File: src/rtl/arm_instruction_decoder_assert.svh
// Assertion macros for the instruction decoder.
`ifndef ARM_INSTRUCTION_DECODER_ASSERT_SVH
`define ARM_INSTRUCTION_DECODER_ASSERT_SVH

`ifndef SYNTH
`define AID_ASSERT_NOW(label, clk, rst_n, ante, cons) \
  label: assert property (@(posedge clk) disable iff (!rst_n) (ante) |-> (cons)) \
    else $error("decoder check failed");
`define AID_ASSERT_NEXT(label, clk, rst_n, ante, cons) \
  label: assert property (@(posedge clk) disable iff (!rst_n) (ante) |=> (cons)) \
    else $error("decoder check failed");
`else
`define AID_ASSERT_NOW(label, clk, rst_n, ante, cons)
`define AID_ASSERT_NEXT(label, clk, rst_n, ante, cons)
`endif

`endif

File: src/rtl/aid_pkg.sv
`default_nettype none

package aid_pkg;

  typedef enum logic [2:0] {
    CLS_SKIP,
    CLS_DATA,
    CLS_LDST,
    CLS_BRANCH,
    CLS_BRANCH_LINK,
    CLS_BLOCK,
    CLS_SWI,
    CLS_FAULT
  } instr_class_t;

  typedef enum logic [2:0] {
    FLT_NONE,
    FLT_COND,
    FLT_MISC,
    FLT_MEDIA,
    FLT_COPROC,
    FLT_RSC
  } fault_code_t;

  typedef enum logic [3:0] {
    CC_EQ, CC_NE, CC_CS, CC_CC, CC_MI, CC_PL, CC_VS, CC_VC,
    CC_HI, CC_LS, CC_GE, CC_LT, CC_GT, CC_LE, CC_AL, CC_NV
  } cond_code_t;

  localparam logic [3:0] OP_RSC = 4'd7;
  localparam logic [3:0] REG_PC = 4'd15;

  localparam int FLG_SET  = 0;
  localparam int FLG_LOAD = 1;
  localparam int FLG_BYTE = 2;
  localparam int FLG_PRE  = 3;
  localparam int FLG_UP   = 4;
  localparam int FLG_WB   = 5;
  localparam int FLG_REG  = 6;

  localparam int IN_DATA_W  = 40;
  localparam int OUT_DATA_W = 72;

  typedef struct packed {
    logic         passed;
    instr_class_t cls;
    fault_code_t  fault;
  } aid_class_t;

endpackage

`default_nettype wire

File: src/rtl/aid_classify.sv
`default_nettype none

module aid_classify (
  input  wire logic [31:0]        instr,
  input  wire logic [3:0]         flags,
  output aid_pkg::aid_class_t     result
);
  import aid_pkg::*;

  logic       n, z, c, v;
  logic       cond_ok;
  cond_code_t cond;

  assign n    = flags[3];
  assign z    = flags[2];
  assign c    = flags[1];
  assign v    = flags[0];
  assign cond = cond_code_t'(instr[31:28]);

  always_comb begin
    case (cond)
      CC_EQ:   cond_ok = z;
      CC_NE:   cond_ok = !z;
      CC_CS:   cond_ok = c;
      CC_CC:   cond_ok = !c;
      CC_MI:   cond_ok = n;
      CC_PL:   cond_ok = !n;
      CC_VS:   cond_ok = v;
      CC_VC:   cond_ok = !v;
      CC_HI:   cond_ok = c && !z;
      CC_LS:   cond_ok = !c || z;
      CC_GE:   cond_ok = n == v;
      CC_LT:   cond_ok = n != v;
      CC_GT:   cond_ok = !z && (n == v);
      CC_LE:   cond_ok = z || (n != v);
      default: cond_ok = 1'b1;
    endcase
  end

  always_comb begin
    result.passed = 1'b1;
    result.cls    = CLS_FAULT;
    result.fault  = FLT_NONE;
    if (cond == CC_NV) begin
      result.passed = 1'b0;
      result.fault  = FLT_COND;
    end else if (!cond_ok) begin
      result.passed = 1'b0;
      result.cls    = CLS_SKIP;
    end else begin
      case (instr[27:26])
        2'b00: begin
          if (instr[24] && !instr[23] && !instr[20]) begin
            result.fault = FLT_MISC;
          end else if (instr[24:21] == OP_RSC) begin
            result.fault = FLT_RSC;
          end else begin
            result.cls = CLS_DATA;
          end
        end
        2'b01: begin
          if (instr[25] && instr[4]) begin
            result.fault = FLT_MEDIA;
          end else begin
            result.cls = CLS_LDST;
          end
        end
        2'b10: begin
          if (instr[25]) begin
            result.cls = instr[24] ? CLS_BRANCH_LINK : CLS_BRANCH;
          end else begin
            result.cls = CLS_BLOCK;
          end
        end
        default: begin
          if (instr[25] && instr[24]) begin
            result.cls = CLS_SWI;
          end else begin
            result.fault = FLT_COPROC;
          end
        end
      endcase
    end
  end

endmodule

`default_nettype wire

File: src/rtl/arm_instruction_decoder.sv
`default_nettype none
`include "arm_instruction_decoder_assert.svh"

// Channel  Dir  Ports                  Contents
// in       in   in_tvalid/tready/tdata  instruction, condition_flags
// out      out  out_tvalid/tready/...   decoded control word, class in tuser
//
// Three register stages: input capture, condition check and class, field decode.
// One item a cycle sustained while out_tready is held high.
// Each stage holds its item while the stage after it is full and stalled,
// so a bubble is taken up even while the output waits.
// Synchronous active-low reset clears the stage valid bits only.

module arm_instruction_decoder (
  input  wire logic                             clk,
  input  wire logic                             rst_n,
  input  wire logic                             in_tvalid,
  output      logic                             in_tready,
  // [31:0] instruction, [35:32] condition_flags, [39:36] zero
  input  wire logic [aid_pkg::IN_DATA_W-1:0]    in_tdata,
  output      logic                             out_tvalid,
  input  wire logic                             out_tready,
  // [0] condition_passed, [4:1] operation, [7:5] fault_code,
  // [14:8] access_flags, [18:15] base_reg, [22:19] dest_reg,
  // [38:23] operand_value, [40:39] shift_type, [45:41] shift_amount,
  // [69:46] branch_offset, [70] writes_pc, [71] zero
  output      logic [aid_pkg::OUT_DATA_W-1:0]   out_tdata,
  // [2:0] instr_class
  output      logic [2:0]                       out_tuser
);
  import aid_pkg::*;

  logic        v1_r, v2_r, v3_r;
  logic        rdy1, rdy2, rdy3;
  logic [31:0] s1_instr_r;
  logic [3:0]  s1_flags_r;
  logic [31:0] s2_instr_r;
  aid_class_t  s2_class_r;
  aid_class_t  class_nxt;

  logic         passed_nxt, passed_r;
  instr_class_t cls_nxt, cls_r;
  logic [3:0]   op_nxt, op_r;
  fault_code_t  fault_nxt, fault_r;
  logic [6:0]   acc_nxt, acc_r;
  logic [3:0]   base_nxt, base_r;
  logic [3:0]   dest_nxt, dest_r;
  logic [15:0]  operand_nxt, operand_r;
  logic [1:0]   stype_nxt, stype_r;
  logic [4:0]   samt_nxt, samt_r;
  logic [23:0]  boff_nxt, boff_r;
  logic         wpc_nxt, wpc_r;

  logic [31:0] w;
  logic        wb;

  assign rdy3      = !v3_r || out_tready;
  assign rdy2      = !v2_r || rdy3;
  assign rdy1      = !v1_r || rdy2;
  assign in_tready = rdy1;

  aid_classify u_classify (
    .instr  (s1_instr_r),
    .flags  (s1_flags_r),
    .result (class_nxt)
  );

  assign w = s2_instr_r;

  always_comb begin
    passed_nxt  = s2_class_r.passed;
    cls_nxt     = s2_class_r.cls;
    fault_nxt   = s2_class_r.fault;
    op_nxt      = '0;
    acc_nxt     = '0;
    base_nxt    = '0;
    dest_nxt    = '0;
    operand_nxt = '0;
    stype_nxt   = '0;
    samt_nxt    = '0;
    boff_nxt    = '0;
    wpc_nxt     = 1'b0;
    wb          = 1'b0;
    case (s2_class_r.cls)
      CLS_DATA: begin
        op_nxt            = w[24:21];
        base_nxt          = w[19:16];
        dest_nxt          = w[15:12];
        acc_nxt[FLG_SET]  = w[20];
        acc_nxt[FLG_REG]  = !w[25];
        if (!w[25]) begin
          operand_nxt = {12'd0, w[3:0]};
          stype_nxt   = w[6:5];
          samt_nxt    = w[11:7];
        end else begin
          operand_nxt = {8'd0, w[7:0]};
          stype_nxt   = 2'd3;
          samt_nxt    = {w[11:8], 1'b0};
        end
        wpc_nxt = (w[15:12] == REG_PC) && (w[24:23] != 2'b10);
      end
      CLS_LDST: begin
        wb                = !w[24] || w[21];
        base_nxt          = w[19:16];
        dest_nxt          = w[15:12];
        acc_nxt[FLG_LOAD] = w[20];
        acc_nxt[FLG_BYTE] = w[22];
        acc_nxt[FLG_PRE]  = w[24];
        acc_nxt[FLG_UP]   = w[23];
        acc_nxt[FLG_WB]   = wb;
        acc_nxt[FLG_REG]  = w[25];
        if (w[25]) begin
          operand_nxt = {12'd0, w[3:0]};
          stype_nxt   = w[6:5];
          samt_nxt    = w[11:7];
        end else begin
          operand_nxt = {4'd0, w[11:0]};
        end
        wpc_nxt = (w[20] && (w[15:12] == REG_PC)) || (wb && (w[19:16] == REG_PC));
      end
      CLS_BRANCH, CLS_BRANCH_LINK: begin
        boff_nxt = w[23:0];
        wpc_nxt  = 1'b1;
      end
      CLS_BLOCK: begin
        wb                = w[21];
        base_nxt          = w[19:16];
        acc_nxt[FLG_LOAD] = w[20];
        acc_nxt[FLG_PRE]  = w[24];
        acc_nxt[FLG_UP]   = w[23];
        acc_nxt[FLG_WB]   = wb;
        operand_nxt       = w[15:0];
        wpc_nxt = (w[20] && w[15]) || (wb && (w[19:16] == REG_PC));
      end
      default: begin
      end
    endcase
  end

  always_ff @(posedge clk) begin
    if (!rst_n) begin
      v1_r <= 1'b0;
      v2_r <= 1'b0;
      v3_r <= 1'b0;
    end else begin
      if (rdy1) begin
        v1_r <= in_tvalid;
      end
      if (rdy2) begin
        v2_r <= v1_r;
      end
      if (rdy3) begin
        v3_r <= v2_r;
      end
    end
  end

  always_ff @(posedge clk) begin
    if (in_tvalid && rdy1) begin
      s1_instr_r <= in_tdata[31:0];
      s1_flags_r <= in_tdata[35:32];
    end
    if (v1_r && rdy2) begin
      s2_instr_r <= s1_instr_r;
      s2_class_r <= class_nxt;
    end
    if (v2_r && rdy3) begin
      passed_r  <= passed_nxt;
      cls_r     <= cls_nxt;
      op_r      <= op_nxt;
      fault_r   <= fault_nxt;
      acc_r     <= acc_nxt;
      base_r    <= base_nxt;
      dest_r    <= dest_nxt;
      operand_r <= operand_nxt;
      stype_r   <= stype_nxt;
      samt_r    <= samt_nxt;
      boff_r    <= boff_nxt;
      wpc_r     <= wpc_nxt;
    end
  end

  assign out_tvalid = v3_r;
  assign out_tuser  = cls_r;
  assign out_tdata  = {1'b0, wpc_r, boff_r, samt_r, stype_r, operand_r,
                       dest_r, base_r, acc_r, fault_r, op_r, passed_r};

  `AID_ASSERT_NOW(a_skip_zero, clk, rst_n, out_tvalid && (cls_r == CLS_SKIP),
    out_tdata == '0)
  `AID_ASSERT_NOW(a_fault_code, clk, rst_n, out_tvalid,
    (cls_r == CLS_FAULT) == (fault_r != FLT_NONE))
  `AID_ASSERT_NOW(a_branch_pc, clk, rst_n,
    out_tvalid && (cls_r == CLS_BRANCH || cls_r == CLS_BRANCH_LINK), wpc_r)
  `AID_ASSERT_NOW(a_not_passed, clk, rst_n, out_tvalid && !passed_r,
    cls_r == CLS_SKIP || (cls_r == CLS_FAULT && fault_r == FLT_COND))
  `AID_ASSERT_NEXT(a_stage_hold, clk, rst_n, v2_r && v3_r && !out_tready,
    v2_r && v3_r)

endmodule

`default_nettype wire

File: config.mk
export PLATFORM = sky130hd
export DESIGN_NAME = arm_instruction_decoder
export DESIGN_NICKNAME = d
export VERILOG_FILES = /design/src/rtl/aid_pkg.sv /design/src/rtl/aid_classify.sv /design/src/rtl/arm_instruction_decoder.sv
export VERILOG_INCLUDE_DIRS = /design/src /design/src/rtl
export SDC_FILE = /design/constraint.sdc
export NUM_CORES = 1
export LEC_CHECK = 0
export ABC_CLOCK_PERIOD_IN_PS = 8300
export BUFFER_PORTS_ARGS = -buffer_cell sky130_fd_sc_hd__buf_2
export CORE_UTILIZATION = 50
export DETAILED_ROUTE_END_ITERATION = 8
export PLACE_DENSITY = 0.83
export SYNTH_ARGS = -nofsm -noshare
export SYNTH_HDL_FRONTEND = slang
export SYNTH_HIERARCHICAL = 1
export SYNTH_SLANG_ARGS = --single-unit
File: constraint.sdc
create_clock -name clk -period 8.3 [get_ports clk]
set_input_delay 0 -clock clk [delete_from_list [all_inputs] [get_ports clk]]
set_output_delay 0 -clock clk [all_outputs]
set_load 0.1 [all_outputs]
==> impl_metrics.env <==
export IMPL_setup_tns_ns=0
export IMPL_m1WireLength_um=4010
export IMPL_wl_met3_um=589
export IMPL_critPathKind="reg2reg"
export IMPL_synthMuxAreaShare_pct=0.368
export IMPL_synth_compound_area_share_pct=4.55
export IMPL_grt_ovfl_total=0
export IMPL_nets=523
export IMPL_synthCells=314
export IMPL_areaGrowthSynthToFinish_pct=30.6
export IMPL_port_buffers=115
export IMPL_crit_fanout=24
export IMPL_cts_buffer_depth=2
export IMPL_synthTopCellsByArea="edfxtp_1 (79%), nor2b_1 (4.3%), and2_1 (2.1%)"
export IMPL_dp_hpwl_um=5980
export IMPL_synth_seq_cells=146
export IMPL_synth_largest_area_cell="edfxtp_1"
export IMPL_diodes=0
export IMPL_cts_sinks=146
export IMPL_synth_area_per_cell_um2=17.3
export IMPL_routed_top_layer="met4"
export IMPL_cts_root_buffer="clkbuf_8"
export IMPL_routed_wl_um=9440
export IMPL_cts_tree="done"
export IMPL_clk_latency_ns=0.51
export IMPL_yosysMostFrequentCell="edfxtp_1"
export IMPL_drive_above_1_share_pct=32.1
export IMPL_io_pins=121
export IMPL_fin_skew_ns=0.0101
export IMPL_grt_antenna_before_repair=0
export IMPL_start_util_pct=52.0
export IMPL_finalSetupViolCount=0
export IMPL_hold_viol=0
export IMPL_via_per_inst=4.99
export IMPL_crit_path_start_kind="register"
export IMPL_min_period_over_period_pct=25.8
export IMPL_dieArea_um2=11300
export IMPL_relSlewSlack_pct=26.9
export IMPL_layout_min_cycle_time_ns=2.14
export IMPL_firstDrtPassIters=4
export IMPL_synth_xor_area_share_pct=0.804
export IMPL_core_area_um2=10500
export IMPL_post_cts_resized=0
export IMPL_leakage_nw=2.60
export IMPL_p_per_area_nw_per_um2=252
export IMPL_ys_warn_count=6
export IMPL_rsz0062_at_grt="false"
export IMPL_synth_area_um2=5440
export IMPL_netlist_top_cells_count="edfxtp_1 (143), nor2b_1 (37), and2_1 (18), a21oi_1 (9), nor2_1 (9)"
export IMPL_htree_levels=4
export IMPL_grt_first_pass_wirelength_um=14800
export IMPL_max_freq_mhz=467
export IMPL_end_kind="register"
export IMPL_clk_pin_slew_ns=0.07
export IMPL_die_h_um=106
export IMPL_maxCapViolCount=0
export IMPL_die_width_um=106
export IMPL_power_mw=1.79
export IMPL_hold_class="in2reg"
export IMPL_cts_setup_buffers=0
export IMPL_min_delay_path_depth=2
export IMPL_cp_data_arrival_time_ns=2.41
export IMPL_routedWlPerCell_um=15.0
export IMPL_grt_pass1_vias=3036
export IMPL_synth_fa_ha_area_share_pct=0
export IMPL_vias=3136
export IMPL_synth_top_family_by_area="simple AND/OR/NAND/NOR gates"
export IMPL_synthArstFlopShare_pct=0
export IMPL_critPathRequiredTime_ns=8.57
export IMPL_timing_worst_slew_pin_value_ns=1.09
export IMPL_finalMaxSlewViolations=0
export IMPL_run_status="complete, no violations"
export IMPL_ff2ff_path_depth=3
export IMPL_drt_iter0_markers=132
export IMPL_cts_inserted_buffers=17
export IMPL_synth_edff_count=143
export IMPL_synth_main_ff_cell="edfxtp_1"
export IMPL_ir_worst_vdd_mv=0.116
export IMPL_grt_start_max_net_pins=75
export IMPL_gp_congestion=0.773
export IMPL_synth_top_area_share_pct=78.9
export IMPL_ys_types=43
export IMPL_synthSimpleGateAreaFrac_pct=12.6
export IMPL_ant_nets=0
export IMPL_drc=0
export IMPL_ys_seq_area_share_pct=80.0
export IMPL_grt_usage_pct=18.0
export IMPL_wl_met2_um=4680
export IMPL_syn_nets=358
export IMPL_rows=37
## per-stage QoR
stage	cell area (µm²)	worst slack, ns	util [%]	instances	hold WS (ns)
finish	7110	6.16	68.0	628	0.191
global route	7110	5.98	68.0	628	0.164
CTS	7110	6.13	68.0	628	0.164
detailed placement	6160	6.12	58.9	556	0.178
global placement	6160	6.19	58.9	556	0.178
floorplan	5440	3.52	-	314	0.0989
## logic make-up after synthesis
family,Yosys count
buffers and inverters,13
and+or+nand+nor,112
DFF,146
xor gates and xnor gates,5
other,1
muxes,2
AOI/OAI and AO/OA,35
## metal layers
layer / vias to the layer above / global-route usage (%)
met2: 131 / 29.2
met5: - / 0
met4: 0 / 6.55
li1: 1502 / -
met3: 16 / 7.23
met1: 1487 / 21.6
## state kept, by name, indices dropped and copies added, names as in the netlist, 2 cells and up
signal and flops:
operand_r 16, s1_instr_r 32, acc_r 7, fault_r 3, out_tuser 3, boff_r 24, samt_r 5, cls_nxt 3
s1_flags_r 4, fault_nxt 3, s2_instr_r 26, dest_r 4, base_r 4, stype_r 2, op_r 4
## worst paths after layout
path	start	to	slack [ns]
worst min register to register	s1_instr_r[3]	s2_instr_r[3]	0.42
worst max register to register	cls_nxt[2]	boff_r[8]	6.16
worst min-delay path	in_tdata[2]	s1_instr_r[2]	0.19
worst max-delay path	cls_nxt[2]	boff_r[8]	6.16
## cell type report
cell class	count	area (µm²)
Clock inverter	15	139
Tap cell	136	170
Timing Repair Buffer	157	991
Multi-Input combinational cell	155	1040
Sequential cell	146	4350
Inverter	2	7.51
Fill cell	720	3350
Clock buffer	17	414
## repair_timing
| item | 4_1_cts | 5_1_grt |
|---|---|---|
| hold buffers | 40 | 0 |
| hold endpoints to repair | 39 | 0 |
| endpoints found under the setup margin | 0 | 0 |
## placed cells by master (no fill, tap or decap), drive strengths merged, types with 2 or more instances in the layout
cell type    Yosys  routed
nand4            2       2
nand2b           6       6
xor2             3       3
buf              8     117
and2            19      19
dlygate4sd3      0      40
o21a             3       3
and4             2       2
a21oi            9       9
o21ai            9       9
nor2             9       9
and3             4       4
nand3            3       3
xnor2            2       2
nor3b            2       2
nand2            6       6
clkinv           0       2
nor3             7       7
clkinvlp         0       3
nand3b           3       3
a21boi           3       3
and2b           10      10
dfxtp            3       3
a31oi            4       4
nor2b           37      37
edfxtp         143     143
clkbuf           3      17
mux2i            2       2
inv              2      12
## report_power, final
group	switching [mW]	internal, mW	leakage [nW]
clock network	0.315	0.381	0.265
registers	0.0239	0.859	1.33
logic	0.158	0.0563	1.01
## worst max-delay path: stages (launching register included)
cell and delay [ns]:
edfxtp_1 0.67, nand3b_1 0.19, o21a_1 0.75, and2b_1 0.28
Note: power is estimated with default switching activity, not from simulation.
